==> src/rtl/core/pipt_pkg.sv <==
`timescale 1ns / 1ps
// ----------------------------------------------------------------------------
// Point-in-polygon test: shared package
// Types and fixed constants of the block, some of them used by more than one file.
// ----------------------------------------------------------------------------
package pipt_pkg;

    // Width of one digit of the serial multiplier.
    localparam int unsigned DIGIT_W = 8;

    // Depth of the job queue between the front and the back.
    localparam int unsigned Q_DEPTH = 2;

    // Width of the result tdata: two flags padded to a byte.
    localparam int unsigned OUT_TDATA_W = 8;

    // Result of one polygon.
    typedef struct packed {
        logic on_boundary;
        logic inside_res;
    } res_t;

    // Status returned by the serial multiplier.
    typedef struct packed {
        logic done;
        logic neg;
    } mul_stat_t;

endpackage

==> src/rtl/core/pipt_fifo.sv <==
`timescale 1ns / 1ps
// ----------------------------------------------------------------------------
// Point-in-polygon test: job queue
// Short first-in first-out queue that lets the front and the back stall
// independently of each other.
// ----------------------------------------------------------------------------
module pipt_fifo #(
    parameter int unsigned DATA_W = 258
) (
    input  logic              aclk,
    input  logic              aresetn,
    input  logic              in_valid,
    output logic              in_ready,
    input  logic [DATA_W-1:0] in_data,
    output logic              out_valid,
    input  logic              out_ready,
    output logic [DATA_W-1:0] out_data
);

    localparam int unsigned PTR_W = (pipt_pkg::Q_DEPTH > 1) ? $clog2(pipt_pkg::Q_DEPTH) : 1;
    localparam int unsigned CNT_W = $clog2(pipt_pkg::Q_DEPTH + 1);

    logic [DATA_W-1:0] mem [pipt_pkg::Q_DEPTH];
    logic [PTR_W-1:0]  wr_ptr_reg, wr_ptr_next;
    logic [PTR_W-1:0]  rd_ptr_reg, rd_ptr_next;
    logic [CNT_W-1:0]  count_reg, count_next;
    logic              push, pop;

    assign in_ready  = (count_reg != CNT_W'(pipt_pkg::Q_DEPTH));
    assign out_valid = (count_reg != '0);
    assign out_data  = mem[rd_ptr_reg];
    assign push      = in_valid && in_ready;
    assign pop       = out_valid && out_ready;

    always_comb begin
        wr_ptr_next = wr_ptr_reg;
        rd_ptr_next = rd_ptr_reg;
        count_next  = count_reg;
        if (push) begin
            wr_ptr_next = (wr_ptr_reg == PTR_W'(pipt_pkg::Q_DEPTH - 1)) ? '0
                                                                       : wr_ptr_reg + 1'b1;
        end
        if (pop) begin
            rd_ptr_next = (rd_ptr_reg == PTR_W'(pipt_pkg::Q_DEPTH - 1)) ? '0
                                                                       : rd_ptr_reg + 1'b1;
        end
        if (push && !pop) begin
            count_next = count_reg + 1'b1;
        end else if (pop && !push) begin
            count_next = count_reg - 1'b1;
        end
    end

    always_ff @(posedge aclk) begin
        if (!aresetn) begin
            wr_ptr_reg <= '0;
            rd_ptr_reg <= '0;
            count_reg  <= '0;
        end else begin
            wr_ptr_reg <= wr_ptr_next;
            rd_ptr_reg <= rd_ptr_next;
            count_reg  <= count_next;
        end
    end

    always_ff @(posedge aclk) begin
        if (push) begin
            mem[wr_ptr_reg] <= in_data;
        end
    end

endmodule

==> src/rtl/core/pipt_front.sv <==
`timescale 1ns / 1ps
// ----------------------------------------------------------------------------
// Point-in-polygon test: front
// Accepts vertex items, keeps the query point, the first and the previous
// vertex, and turns each item into a self-contained job for the back.
// ----------------------------------------------------------------------------
module pipt_front #(
    parameter int unsigned COORD_WIDTH = 32
) (
    input  logic                         aclk,
    input  logic                         aresetn,
    input  logic                         in_valid,
    output logic                         in_ready,
    input  logic [COORD_WIDTH-1:0]       point_x,
    input  logic [COORD_WIDTH-1:0]       point_y,
    input  logic [COORD_WIDTH-1:0]       vertex_x,
    input  logic [COORD_WIDTH-1:0]       vertex_y,
    input  logic                         first_vertex,
    input  logic                         last_vertex,
    output logic                         job_valid,
    input  logic                         job_ready,
    output logic [8*COORD_WIDTH+1:0]     job_data
);

    localparam int unsigned W = COORD_WIDTH;

    logic [W-1:0] query_x_reg, query_x_next;
    logic [W-1:0] query_y_reg, query_y_next;
    logic [W-1:0] start_x_reg, start_x_next;
    logic [W-1:0] start_y_reg, start_y_next;
    logic [W-1:0] prev_x_reg;
    logic [W-1:0] prev_y_reg;
    logic         accept;

    assign in_ready  = job_ready;
    assign job_valid = in_valid;
    assign accept    = in_valid && job_ready;

    // A first vertex samples the query point and becomes the closing target.
    assign query_x_next = first_vertex ? point_x  : query_x_reg;
    assign query_y_next = first_vertex ? point_y  : query_y_reg;
    assign start_x_next = first_vertex ? vertex_x : start_x_reg;
    assign start_y_next = first_vertex ? vertex_y : start_y_reg;

    // Job layout from the lowest bit: query x/y, previous x/y, vertex x/y,
    // start x/y, first flag, last flag.
    assign job_data = {last_vertex, first_vertex,
                       start_y_next, start_x_next,
                       vertex_y, vertex_x,
                       prev_y_reg, prev_x_reg,
                       query_y_next, query_x_next};

    always_ff @(posedge aclk) begin
        if (!aresetn) begin
            query_x_reg <= '0;
            query_y_reg <= '0;
            start_x_reg <= '0;
            start_y_reg <= '0;
            prev_x_reg  <= '0;
            prev_y_reg  <= '0;
        end else if (accept) begin
            query_x_reg <= query_x_next;
            query_y_reg <= query_y_next;
            start_x_reg <= start_x_next;
            start_y_reg <= start_y_next;
            prev_x_reg  <= vertex_x;
            prev_y_reg  <= vertex_y;
        end
    end

endmodule

==> src/rtl/core/pipt_mul.sv <==
`timescale 1ns / 1ps
// ----------------------------------------------------------------------------
// Point-in-polygon test: serial multiplier
// Exact signed product of two coordinate differences, one byte of the
// second operand per cycle, result as magnitude and sign.
// ----------------------------------------------------------------------------
module pipt_mul #(
    parameter int unsigned COORD_WIDTH = 32
) (
    input  logic                          aclk,
    input  logic                          aresetn,
    input  logic                          start,
    input  logic signed [COORD_WIDTH:0]   op_a,
    input  logic signed [COORD_WIDTH:0]   op_b,
    output pipt_pkg::mul_stat_t           stat,
    output logic [2*COORD_WIDTH-1:0]      mag
);

    localparam int unsigned W   = COORD_WIDTH;
    localparam int unsigned DW  = pipt_pkg::DIGIT_W;
    localparam int unsigned ND  = (W + DW - 1) / DW;
    localparam int unsigned MBW = ND * DW;
    localparam int unsigned AW  = W + MBW;
    localparam int unsigned CW  = $clog2(ND + 1);

    logic [W-1:0]   mag_a_reg;
    logic [MBW-1:0] mag_b_reg;
    logic [AW-1:0]  acc_reg;
    logic           neg_reg;
    logic [CW-1:0]  cnt_reg;
    logic           busy_reg;
    logic           done_reg;

    logic [W:0]     abs_a, abs_b;
    logic [DW-1:0]  digit;
    logic [W+DW-1:0] partial;
    logic [AW-1:0]  acc_next;

    // Differences of two coordinates never reach -2^W, so W bits hold |x|.
    assign abs_a    = op_a[W] ? (~op_a + 1'b1) : op_a;
    assign abs_b    = op_b[W] ? (~op_b + 1'b1) : op_b;
    assign digit    = mag_b_reg[MBW-1 -: DW];
    assign partial  = mag_a_reg * digit;
    assign acc_next = (acc_reg << DW) + AW'(partial);

    assign stat.done = done_reg;
    assign stat.neg  = neg_reg;
    assign mag       = acc_reg[2*W-1:0];

    always_ff @(posedge aclk) begin
        if (!aresetn) begin
            busy_reg <= 1'b0;
            done_reg <= 1'b0;
            cnt_reg  <= '0;
        end else begin
            done_reg <= 1'b0;
            if (start) begin
                busy_reg <= 1'b1;
                cnt_reg  <= CW'(ND);
            end else if (busy_reg) begin
                cnt_reg <= cnt_reg - 1'b1;
                if (cnt_reg == CW'(1)) begin
                    busy_reg <= 1'b0;
                    done_reg <= 1'b1;
                end
            end
        end
    end

    always_ff @(posedge aclk) begin
        if (start) begin
            mag_a_reg <= abs_a[W-1:0];
            mag_b_reg <= MBW'(abs_b[W-1:0]);
            acc_reg   <= '0;
            neg_reg   <= op_a[W] ^ op_b[W];
        end else if (busy_reg) begin
            mag_b_reg <= mag_b_reg << DW;
            acc_reg   <= acc_next;
        end
    end

endmodule

==> src/rtl/core/pipt_back.sv <==
`timescale 1ns / 1ps
// ----------------------------------------------------------------------------
// Point-in-polygon test: back
// Takes jobs from the queue, evaluates the edge into each job's vertex
// (none for a first vertex) and, for a last vertex, also the closing edge
// through the shared serial multiplier, keeps the parity and boundary flags,
// and holds the result of a closed polygon until it is taken.
module pipt_back #(
    parameter int unsigned COORD_WIDTH = 32
) (
    input  logic                          aclk,
    input  logic                          aresetn,
    input  logic                          job_valid,
    output logic                          job_ready,
    input  logic [8*COORD_WIDTH+1:0]      job_data,
    output logic                          mul_start,
    output logic signed [COORD_WIDTH:0]   mul_a,
    output logic signed [COORD_WIDTH:0]   mul_b,
    input  pipt_pkg::mul_stat_t           mul_stat,
    input  logic [2*COORD_WIDTH-1:0]      mul_mag,
    output logic                          out_valid,
    input  logic                          out_ready,
    output pipt_pkg::res_t                out_res
);

    localparam int unsigned W  = COORD_WIDTH;
    localparam int unsigned SW = 2 * W + 2;
    localparam int unsigned JW = 8 * W + 2;

    localparam logic [2:0] S_IDLE = 3'd0;
    localparam logic [2:0] S_MUL  = 3'd1;
    localparam logic [2:0] S_WAIT = 3'd2;
    localparam logic [2:0] S_EVAL = 3'd3;
    localparam logic [2:0] S_OUT  = 3'd4;

    // Product order: cross product terms, then the dot product from the
    // first end, then the dot product from the second end.
    localparam logic [2:0] P_UX_WY = 3'd0;
    localparam logic [2:0] P_UY_WX = 3'd1;
    localparam logic [2:0] P_UX_WX = 3'd2;
    localparam logic [2:0] P_UY_WY = 3'd3;
    localparam logic [2:0] P_VX_ZX = 3'd4;
    localparam logic [2:0] P_VY_ZY = 3'd5;

    logic [2:0]    state_reg, state_next;
    logic [2:0]    pi_reg, pi_next;
    logic          phase_reg, phase_next;
    logic [JW-1:0] job_reg;
    logic          parity_reg, parity_next;
    logic          hit_reg, hit_next;
    logic          out_valid_reg, out_valid_next;
    pipt_pkg::res_t res_reg;
    logic [SW-1:0] sum_reg;
    logic          cross_zero_reg, cross_neg_reg, dot1_nn_reg;

    logic signed [W-1:0] px, py, ax, ay, bx, by;
    logic signed [W-1:0] jpx, jpy, jvx, jvy, jsx, jsy;
    logic signed [W:0]   ux, uy, wx, wy, vx, vy, zx, zy;
    logic                job_last, in_first, in_last;
    logic                pop, load_out;
    logic                eff_neg;
    logic [SW-1:0]       term, sum_base, sum_next;
    logic                degen, hit, fa, fb, straddle, crs, toggle;

    assign px        = job_reg[0*W +: W];
    assign py        = job_reg[1*W +: W];
    assign jpx       = job_reg[2*W +: W];
    assign jpy       = job_reg[3*W +: W];
    assign jvx       = job_reg[4*W +: W];
    assign jvy       = job_reg[5*W +: W];
    assign jsx       = job_reg[6*W +: W];
    assign jsy       = job_reg[7*W +: W];
    assign job_last  = job_reg[8*W+1];
    assign in_first  = job_data[8*W];
    assign in_last   = job_data[8*W+1];

    // In the closing phase the edge runs from the job's vertex back to the first vertex.
    assign ax = phase_reg ? jvx : jpx;
    assign ay = phase_reg ? jvy : jpy;
    assign bx = phase_reg ? jsx : jvx;
    assign by = phase_reg ? jsy : jvy;

    assign ux = {px[W-1], px} - {ax[W-1], ax};
    assign uy = {py[W-1], py} - {ay[W-1], ay};
    assign wx = {bx[W-1], bx} - {ax[W-1], ax};
    assign wy = {by[W-1], by} - {ay[W-1], ay};
    assign vx = {px[W-1], px} - {bx[W-1], bx};
    assign vy = {py[W-1], py} - {by[W-1], by};
    assign zx = {ax[W-1], ax} - {bx[W-1], bx};
    assign zy = {ay[W-1], ay} - {by[W-1], by};

    always_comb begin
        case (pi_reg)
            P_UX_WY: begin mul_a = ux; mul_b = wy; end
            P_UY_WX: begin mul_a = uy; mul_b = wx; end
            P_UX_WX: begin mul_a = ux; mul_b = wx; end
            P_UY_WY: begin mul_a = uy; mul_b = wy; end
            P_VX_ZX: begin mul_a = vx; mul_b = zx; end
            P_VY_ZY: begin mul_a = vy; mul_b = zy; end
            default: begin mul_a = ux; mul_b = wy; end
        endcase
    end

    // Even products start a new sum; the second cross term is subtracted.
    assign eff_neg  = mul_stat.neg ^ (pi_reg == P_UY_WX);
    assign term     = SW'(mul_mag) ^ {SW{eff_neg}};
    assign sum_base = pi_reg[0] ? sum_reg : '0;
    assign sum_next = sum_base + term + SW'(eff_neg);

    // Edge evaluation once all six products are in.
    assign degen    = (ax == bx) && (ay == by);
    assign hit      = degen ? ((px == ax) && (py == ay))
                            : (cross_zero_reg && dot1_nn_reg && !sum_reg[SW-1]);
    assign fa       = (ay == py) && !(ax < px);
    assign fb       = (by == py) && !(bx < px);
    assign straddle = !(((ay > py) && (by > py)) || ((ay < py) && (by < py)));
    assign crs      = !cross_zero_reg && ((cross_neg_reg && (by > ay)) ||
                                          (!cross_neg_reg && (by < ay)));

    always_comb begin
        if (fa && fb) begin
            toggle = 1'b0;
        end else if (fa) begin
            toggle = (by < ay);
        end else if (fb) begin
            toggle = (ay < by);
        end else begin
            toggle = straddle && crs;
        end
    end

    assign pop       = (state_reg == S_IDLE) && job_valid;
    assign job_ready = (state_reg == S_IDLE);
    assign mul_start = (state_reg == S_MUL);
    assign load_out  = (state_reg == S_OUT) && (!out_valid_reg || out_ready);
    assign out_valid = out_valid_reg;
    assign out_res   = res_reg;

    always_comb begin
        state_next     = state_reg;
        pi_next        = pi_reg;
        phase_next     = phase_reg;
        parity_next    = parity_reg;
        hit_next       = hit_reg;
        out_valid_next = out_valid_reg && !out_ready;
        case (state_reg)
            S_IDLE: begin
                if (pop) begin
                    pi_next = P_UX_WY;
                    if (in_first) begin
                        parity_next = 1'b0;
                        hit_next    = 1'b0;
                    end
                    if (!in_first) begin
                        phase_next = 1'b0;
                        state_next = S_MUL;
                    end else if (in_last) begin
                        phase_next = 1'b1;
                        state_next = S_MUL;
                    end
                end
            end
            S_MUL: begin
                state_next = S_WAIT;
            end
            S_WAIT: begin
                if (mul_stat.done) begin
                    if (pi_reg == P_VY_ZY) begin
                        state_next = S_EVAL;
                    end else begin
                        pi_next    = pi_reg + 1'b1;
                        state_next = S_MUL;
                    end
                end
            end
            S_EVAL: begin
                hit_next    = hit_reg || hit;
                parity_next = parity_reg ^ toggle;
                if (!phase_reg && job_last) begin
                    phase_next = 1'b1;
                    pi_next    = P_UX_WY;
                    state_next = S_MUL;
                end else if (job_last) begin
                    state_next = S_OUT;
                end else begin
                    state_next = S_IDLE;
                end
            end
            S_OUT: begin
                if (load_out) begin
                    out_valid_next = 1'b1;
                    state_next     = S_IDLE;
                end
            end
            default: begin
                state_next = S_IDLE;
            end
        endcase
    end

    always_ff @(posedge aclk) begin
        if (!aresetn) begin
            state_reg     <= S_IDLE;
            pi_reg        <= P_UX_WY;
            phase_reg     <= 1'b0;
            parity_reg    <= 1'b0;
            hit_reg       <= 1'b0;
            out_valid_reg <= 1'b0;
        end else begin
            state_reg     <= state_next;
            pi_reg        <= pi_next;
            phase_reg     <= phase_next;
            parity_reg    <= parity_next;
            hit_reg       <= hit_next;
            out_valid_reg <= out_valid_next;
        end
    end

    always_ff @(posedge aclk) begin
        if (pop) begin
            job_reg <= job_data;
        end
        if ((state_reg == S_WAIT) && mul_stat.done) begin
            // Record each finished sum before the next pair overwrites it.
            if (pi_reg == P_UX_WX) begin
                cross_zero_reg <= (sum_reg == '0);
                cross_neg_reg  <= sum_reg[SW-1];
            end
            if (pi_reg == P_VX_ZX) begin
                dot1_nn_reg <= !sum_reg[SW-1];
            end
            sum_reg <= sum_next;
        end
        if (load_out) begin
            res_reg.inside_res  <= hit_reg || parity_reg;
            res_reg.on_boundary <= hit_reg;
        end
    end

endmodule

==> src/rtl/core/point_in_polygon_test_top.sv <==
`timescale 1ns / 1ps
// ----------------------------------------------------------------------------
// Point-in-polygon test: top level
// Ray-casting point-in-polygon test with an exact boundary check over a
// stream of polygon vertices.
// ----------------------------------------------------------------------------
//  Channel  Direction  tdata (low bit up)                       tuser / tlast
//  s_       in         point_x, point_y, vertex_x, vertex_y     first_vertex / last_vertex
//  m_       out        inside_res, on_boundary, zero padding    - / -
//
//  Each edge takes six products from the shared byte-serial multiplier, each over ND =
//  ceil(COORD_WIDTH / 8) bytes. A first item evaluates no edge, a later item the edge
//  from the previous vertex, a last item that edge and the closing edge, a first and
//  last item only the closing edge. A two-entry queue lets the input take items while
//  the back is busy; a held result stalls the back only when the next one is due. Reset
//  is synchronous, active low, and clears the front's coordinates, not the queued jobs.
// ----------------------------------------------------------------------------
module point_in_polygon_test_top #(
    parameter int unsigned COORD_WIDTH = 32
) (
    input  logic                                  aclk,
    input  logic                                  aresetn,
    input  logic                                  s_tvalid,
    output logic                                  s_tready,
    // point_x, point_y, vertex_x, vertex_y, zero padding to whole bytes
    input  logic [((4*COORD_WIDTH+7)/8)*8-1:0]    s_tdata,
    // first_vertex
    input  logic                                  s_tuser,
    input  logic                                  s_tlast,
    output logic                                  m_tvalid,
    input  logic                                  m_tready,
    // inside_res, on_boundary, zero padding
    output logic [pipt_pkg::OUT_TDATA_W-1:0]      m_tdata
);

    localparam int unsigned W  = COORD_WIDTH;
    localparam int unsigned JW = 8 * W + 2;

    logic [W-1:0]          point_x, point_y, vertex_x, vertex_y;
    logic                  job_in_valid, job_in_ready;
    logic [JW-1:0]         job_in_data;
    logic                  job_out_valid, job_out_ready;
    logic [JW-1:0]         job_out_data;
    logic                  mul_start;
    logic signed [W:0]     mul_a, mul_b;
    pipt_pkg::mul_stat_t   mul_stat;
    logic [2*W-1:0]        mul_mag;
    pipt_pkg::res_t        res;

    assign point_x  = s_tdata[0*W +: W];
    assign point_y  = s_tdata[1*W +: W];
    assign vertex_x = s_tdata[2*W +: W];
    assign vertex_y = s_tdata[3*W +: W];

    assign m_tdata = {{(pipt_pkg::OUT_TDATA_W - 2){1'b0}}, res.on_boundary, res.inside_res};

    pipt_front #(
        .COORD_WIDTH(W)
    ) u_front (
        .aclk        (aclk),
        .aresetn     (aresetn),
        .in_valid    (s_tvalid),
        .in_ready    (s_tready),
        .point_x     (point_x),
        .point_y     (point_y),
        .vertex_x    (vertex_x),
        .vertex_y    (vertex_y),
        .first_vertex(s_tuser),
        .last_vertex (s_tlast),
        .job_valid   (job_in_valid),
        .job_ready   (job_in_ready),
        .job_data    (job_in_data)
    );

    pipt_fifo #(
        .DATA_W(JW)
    ) u_fifo (
        .aclk     (aclk),
        .aresetn  (aresetn),
        .in_valid (job_in_valid),
        .in_ready (job_in_ready),
        .in_data  (job_in_data),
        .out_valid(job_out_valid),
        .out_ready(job_out_ready),
        .out_data (job_out_data)
    );

    pipt_mul #(
        .COORD_WIDTH(W)
    ) u_mul (
        .aclk   (aclk),
        .aresetn(aresetn),
        .start  (mul_start),
        .op_a   (mul_a),
        .op_b   (mul_b),
        .stat   (mul_stat),
        .mag    (mul_mag)
    );

    pipt_back #(
        .COORD_WIDTH(W)
    ) u_back (
        .aclk     (aclk),
        .aresetn  (aresetn),
        .job_valid(job_out_valid),
        .job_ready(job_out_ready),
        .job_data (job_out_data),
        .mul_start(mul_start),
        .mul_a    (mul_a),
        .mul_b    (mul_b),
        .mul_stat (mul_stat),
        .mul_mag  (mul_mag),
        .out_valid(m_tvalid),
        .out_ready(m_tready),
        .out_res  (res)
    );

endmodule

==> config.mk <==
export PLATFORM = sky130hd
export DESIGN_NAME = point_in_polygon_test_top
export DESIGN_NICKNAME = d
export VERILOG_FILES = /design/src/rtl/core/pipt_pkg.sv /design/src/rtl/core/pipt_fifo.sv /design/src/rtl/core/pipt_front.sv /design/src/rtl/core/pipt_mul.sv /design/src/rtl/core/pipt_back.sv /design/src/rtl/core/point_in_polygon_test_top.sv
export SDC_FILE = /design/constraint.sdc
export NUM_CORES = 2
export LEC_CHECK = 0
export ABC_AREA = 1
export BUFFER_PORTS_ARGS = -buffer_cell sky130_fd_sc_hd__buf_2
export CAP_MARGIN = 20
export CORE_UTILIZATION = 50
export CTS_CLUSTER_SIZE = 16
export DETAILED_ROUTE_END_ITERATION = 10
export PLACE_DENSITY = 0.66
export SYNTH_ARGS = -nofsm -noshare
export SYNTH_HDL_FRONTEND = slang
export SYNTH_HIERARCHICAL = 1
export SYNTH_SLANG_ARGS = --single-unit
==> constraint.sdc <==
create_clock -name aclk -period 17.8 [get_ports aclk]
set_input_delay 3.56 -clock aclk [delete_from_list [all_inputs] [get_ports aclk]]
set_output_delay 3.56 -clock aclk [all_outputs]
set_load 0.05 [all_outputs]
Word level (Yosys, flattened, before mapping)
Memory sizes are Yosys's and may differ from the RTL's. A register that Yosys moved wholly into a read port is not among the register bits.
Cells that the tools add are included.
Storage, ports and cells
  memories: 1
  bits in writable memories: 516
  word-level logic and storage cells: 204
  flip-flop bits (word level): 669
Cells by class
  multiplexer cells: 58
  magnitude comparators: 9
  eq/ne operators: 24
  bitwise logic cells: 8
  add/subtract/negate cells: 19
  $mul: 1
  reduce and logical (&&, ||, !) cells: 54
Memory list
  u_fifo.mem: depth 2, width 258, read ports 1, clocked after memory_dff 1, wr ports 1, line pipt_fifo.sv:23  | logic [DATA_W-1:0] mem [pipt_pkg::Q_DEPTH];
Operators with widths (number)
  32-bit two-way mux: 12
  32-bit by 32-bit subtractor with 33-bit output: 8
  33-bit case mux with 3 select lines: 2
  32-bit == test: 6
  32-bit less-than comparator: 6
  32-bit greater-than comparator: 3
  66-bit by 1-bit adder with 66-bit output: 1
  66-bit adder: 1
  66-bit zero test: 1
  66-bit two-way mux: 1
  64-bit by 66-bit XOR with 66-bit output: 1
  32-bit by 1-bit adder with 32-bit output, second input constant: 2
  64-bit by 40-bit adder with 64-bit output: 1
  32-bit NOT: 2
  32-bit by 8-bit multiplier with 40-bit output: 1
  3-bit two-way mux: 13
  1-bit two-way mux: 22
  1-bit logical AND: 21
  3-bit case mux with 5 select lines: 1
  3-bit by 2-bit == test with 1-bit output, second input constant: 4
  1-bit zero test: 11
  3-bit by 1-bit == test with 1-bit output, second input constant: 3
  3-bit == test, second input constant: 3
  3-bit case mux with 3 select lines: 1
  22 further kinds: 46

Depth between registers and ports, before layout
  depth after elaboration: 11
  depth in mapped cells: 33

Modules after synthesis
The synthesis kept the hierarchy.
By module, submodules not included
  pipt_back: seq. area each 10049.6 sq um, area an instance 34774.6 sq um, times used 1, cells an instance 4908
  pipt_fifo: seq. area each 15595.0 sq um, area an instance 19710.2 sq um, times used 1, cells an instance 840
  pipt_mul: seq. area each 3333.2 sq um, area an instance 18290.0 sq um, times used 1, cells an instance 2704
  pipt_front: seq. area each 3843.7 sq um, area an instance 10127.2 sq um, times used 1, cells an instance 1698
  point_in_polygon_test_top: seq. area each 0.0 sq um, area an instance 48.8 sq um, times used 1, cells an instance 7

Worst setup path before layout
Ideal clock, no wire load.
  kind: input port to flip-flop
  from: input port s_tvalid
  to: memory u_fifo.mem[0][0] (enable)
  stages on the path: 3
  setup slack: 2.502 ns
  setup time: 0.881 ns
  data required time: 16.919 ns
  arrival time: 14.417 ns
  buffers on the path: 1
  cell sequence: buf_4 > nand2_1 > nor2_1
On the way
  cells in the longest elaborated chain, start to end: 3
Ends and longest elaborated chain
  start, declared: line point_in_polygon_test_top.sv:23  | input logic s_tvalid,
  1-bit logical AND: line pipt_fifo.sv:32  | assign push = in_valid && in_ready;
  1-bit two-way mux: line pipt_fifo.sv:67  | if (push) begin
  1-bit two-way mux (implied by the code): line pipt_fifo.sv:68  | mem[wr_ptr_reg] <= in_data;
  end, declared: line pipt_fifo.sv:23
No other way between the ends.

Final worst setup path
  from: register u_back.phase_reg
  to: register u_mul.mag_a_reg[17] (data pin)
RTL lines
  start, declared: line pipt_back.sv:47  | logic phase_reg, phase_next;
  start signal, assigned: line pipt_back.sv:212  | phase_reg <= phase_next;
  32-bit two-way mux, on equally long branches
  32-bit by 32-bit subtractor with 33-bit output, on equally long branches
  33-bit case mux with 3 select lines (*): line pipt_back.sv:93  | case (pi_reg)
  named net mul_a[32]: line point_in_polygon_test_top.sv:45  | logic signed [W:0] mul_a, mul_b;
  32-bit two-way mux (*): line pipt_mul.sv:40  | assign abs_a = op_a[W] ? (~op_a + 1'b1) : op_a;
  named net u_mul.abs_a[17]: line pipt_mul.sv:34  | logic [W:0] abs_a, abs_b;
  end signal, assigned: line pipt_mul.sv:72  | mag_a_reg <= abs_a[W-1:0];
  end, declared: line pipt_mul.sv:26  | logic [W-1:0] mag_a_reg;
Mark *: on every way through the listed nets, which the timed path passes. The rest lies on a longest branch.
A chain may end at the register's enable or synchronous reset.

==> results.toml <==
[critical_path]
crit_arrival_ns = 7.22
slowest_delay_ns = 0.76
crit_required_ns = 18.35
crit_path_end_kind = "register"
start_kind = "register"
path_cells = "inv_2 -> buf_4 -> or2_2 -> o21ai_0 -> inv_1 -> fa_1 -> nand3b_1 -> nand2_1 -> a21oi_2 -> o21ai_2 -> a21oi_2 -> o21ai_2 -> nand2_1 -> nand2_1 -> nand2_1 -> nand2_1 -> nand2_1 -> nand3_1 -> nand2_1 -> clkinv_1 -> a31oi_1 -> xor2_1 -> inv_1"
path_class = "register to register"
worstPathMaxFanout = 85
rrSetupSlack_ns = 11.13
cp_common_cell = "nand2_1"
crit_slowest_cell = "nand2_1"

[final_layout]
largest_reg_flops = 516
utilization_pct = 54.4
nets = 10900
num-fill-cells = 15400
area_delta_synth_final_pct = 8.17
final_cell_mix = "nand2_1, inv_1, edfxtp_1"
drive_gt1_share_pct = 10.4
final_common_cell = "nand2_1"

[clocking]
cts_hold_buf = 0
clock-root-buffer = "clkbuf_16"
cts-buffers-inserted = 133
h-tree-depth = 4
cts.repair.resized = 0
cts_buffer_depth = 3
clock_latency_ns = 0.80
post_cts_buffers = 0
cts_sinks = 1185
clk_pin_slew_ns = 0.06
cts_tree = "yes"

[sta]
min_period_ns = 6.67
setup-tns-final_ns = 0
min_period_over_period_pct = 37.5
slew_violations = 0
rsz0062_at_grt = "no"
hold_viol_final = 0
setup_viol = 0
worst_pin_slew_ns = 1.23
finalClockSkew_ns = 0.0459
max_freq_mhz = 150
relSlewSlack_pct = 17.3

[die]
ioPinCount = 144
start_util_pct = 50.3
die_area_sq_um = 168000
row_count = 149
die_w_microns = 409
die_height_microns = 409
core_area_sq_um = 165000

[synthesis]
synth_edf_count = 909
yosysWarnings = 6
synth.largest_area_cell = "edfxtp_1"
synthFlopType = "edfxtp_1"
ys_seq_area_share_pct = 39.6
synthesis.area_sq_um = 83000
synth_top_area_share_pct = 32.9
synth.area.top_cells = "edfxtp_1, nand2_1, inv_1"
ys_seq_elements = 1185
postSynthAreaPerCell_sq_um = 8.17
syn_inst = 10200
yosysUniqueCellTypes = 76
async_flop_share_pct = 0

[grt]
antenna_found_initial = 2
grt_max_degree = 97
grt_pass1_vias = 66300
grtUsageTotal_pct = 31.4
grt.overflow.total = 0
grt_pass1_wl_microns = 399000

[routing]
wirelength_microns = 268000
drc = 0
routed-via-count = 68100
vias_per_cell = 5.47
dr.pass1.iters = 8
ant_nets = 0
first_iter_violations = 5963
wire_per_inst_microns = 21.5

[placed_design]
finalWeightedCongestion = 0.999
io_buffer_count = 137
hpwl_microns = 211000

[flow_run]
drv_cap = 0

[hold_path]
hold_class = "register to register"

[outcome]
status = "complete, no violations"
==> per-stage QoR <==
step | std cells | hold slack, ns | area (sq um) | setup slack [ns]
final | 12500 | 0.443 | 89700 | 11.13
after global routing | 12500 | 0.457 | 89700 | 10.67
after CTS | 12500 | 0.444 | 89700 | 11.07
after detailed placement | 12200 | 0.437 | 85200 | 10.46
after global placement | 12200 | 0.431 | 85100 | 10.52
after floorplan | 10200 | 0.423 | 83000 | 2.50
==> final timing paths <==
path	end	depth (start not counted)	startpoint
worst max register to register	u_mul/mag_a_reg[17]	23	u_back/phase_reg
worst min-delay path	u_fifo/mem[0][119]	0	u_front/prev_y_reg[23]
worst max-delay path	u_mul/mag_a_reg[17]	23	u_back/phase_reg
worst min register to register	u_fifo/mem[0][119]	0	u_front/prev_y_reg[23]
==> critical path, delay by kind of cell, from the launching register on <==
family / cells / cell delay, ns
and+or+nand+nor: 10 / 1.81
xor gates and xnor gates: 1 / 0.16
buffers and inverters: 5 / 2.31
adders and majority gates: 1 / 0.27
AOI/OAI and AO/OA: 6 / 1.37
DFF: 1 / 0.37
==> logic make-up after synthesis <==
kind of cell	Yosys count	synth area share, %
AND/OR/NAND/NOR	4017	20.4
buffers and inverters	2229	10.9
AO/OA/AOI/OAI	1618	10.9
flip-flops	1185	39.6
adder cells (fa/ha/maj)	624	11.4
multiplexers	258	4.41
XOR/XNOR	225	2.38
other	1	0.00452
==> synth_stat cells, types with 193 or more instances <==
cell type,n
inv_1,1816
mux2_4,201
or2_2,193
nand3_1,328
o21ai_0,523
nor2_1,793
nand2_1,2379
dfxtp_1,276
fa_1,220
a21oi_1,705
ha_1,404
edfxtp_1,909
==> final cells by class <==
type | count | area, sq um | share of cell area [%]
multi-input combinational | 6748 | 41100 | 45.8
sequential | 1185 | 32800 | 36.6
inverter | 1851 | 6960 | 7.75
clock buffer | 173 | 3620 | 4.04
tap | 2189 | 2740 | 3.05
timing repair buffer | 239 | 1510 | 1.69
clock inverter | 72 | 927 | 1.03
antenna | 2 | 5.00 | 0.00558
==> layer usage <==
layer | track usage (%) | vias to the layer above | share of wire [%]
met4 | 15.5 | 0 | 5.4
met5 | 0 | - | 0
met3 | 3.58 | 549 | 6.0
li1 | - | 32700 | -
met1 | 40.8 | 32500 | 42
met2 | 52.0 | 2407 | 47
Power is not shown: default switching activity piles up to over one toggle a cycle in this logic, so the estimate is an artifact.
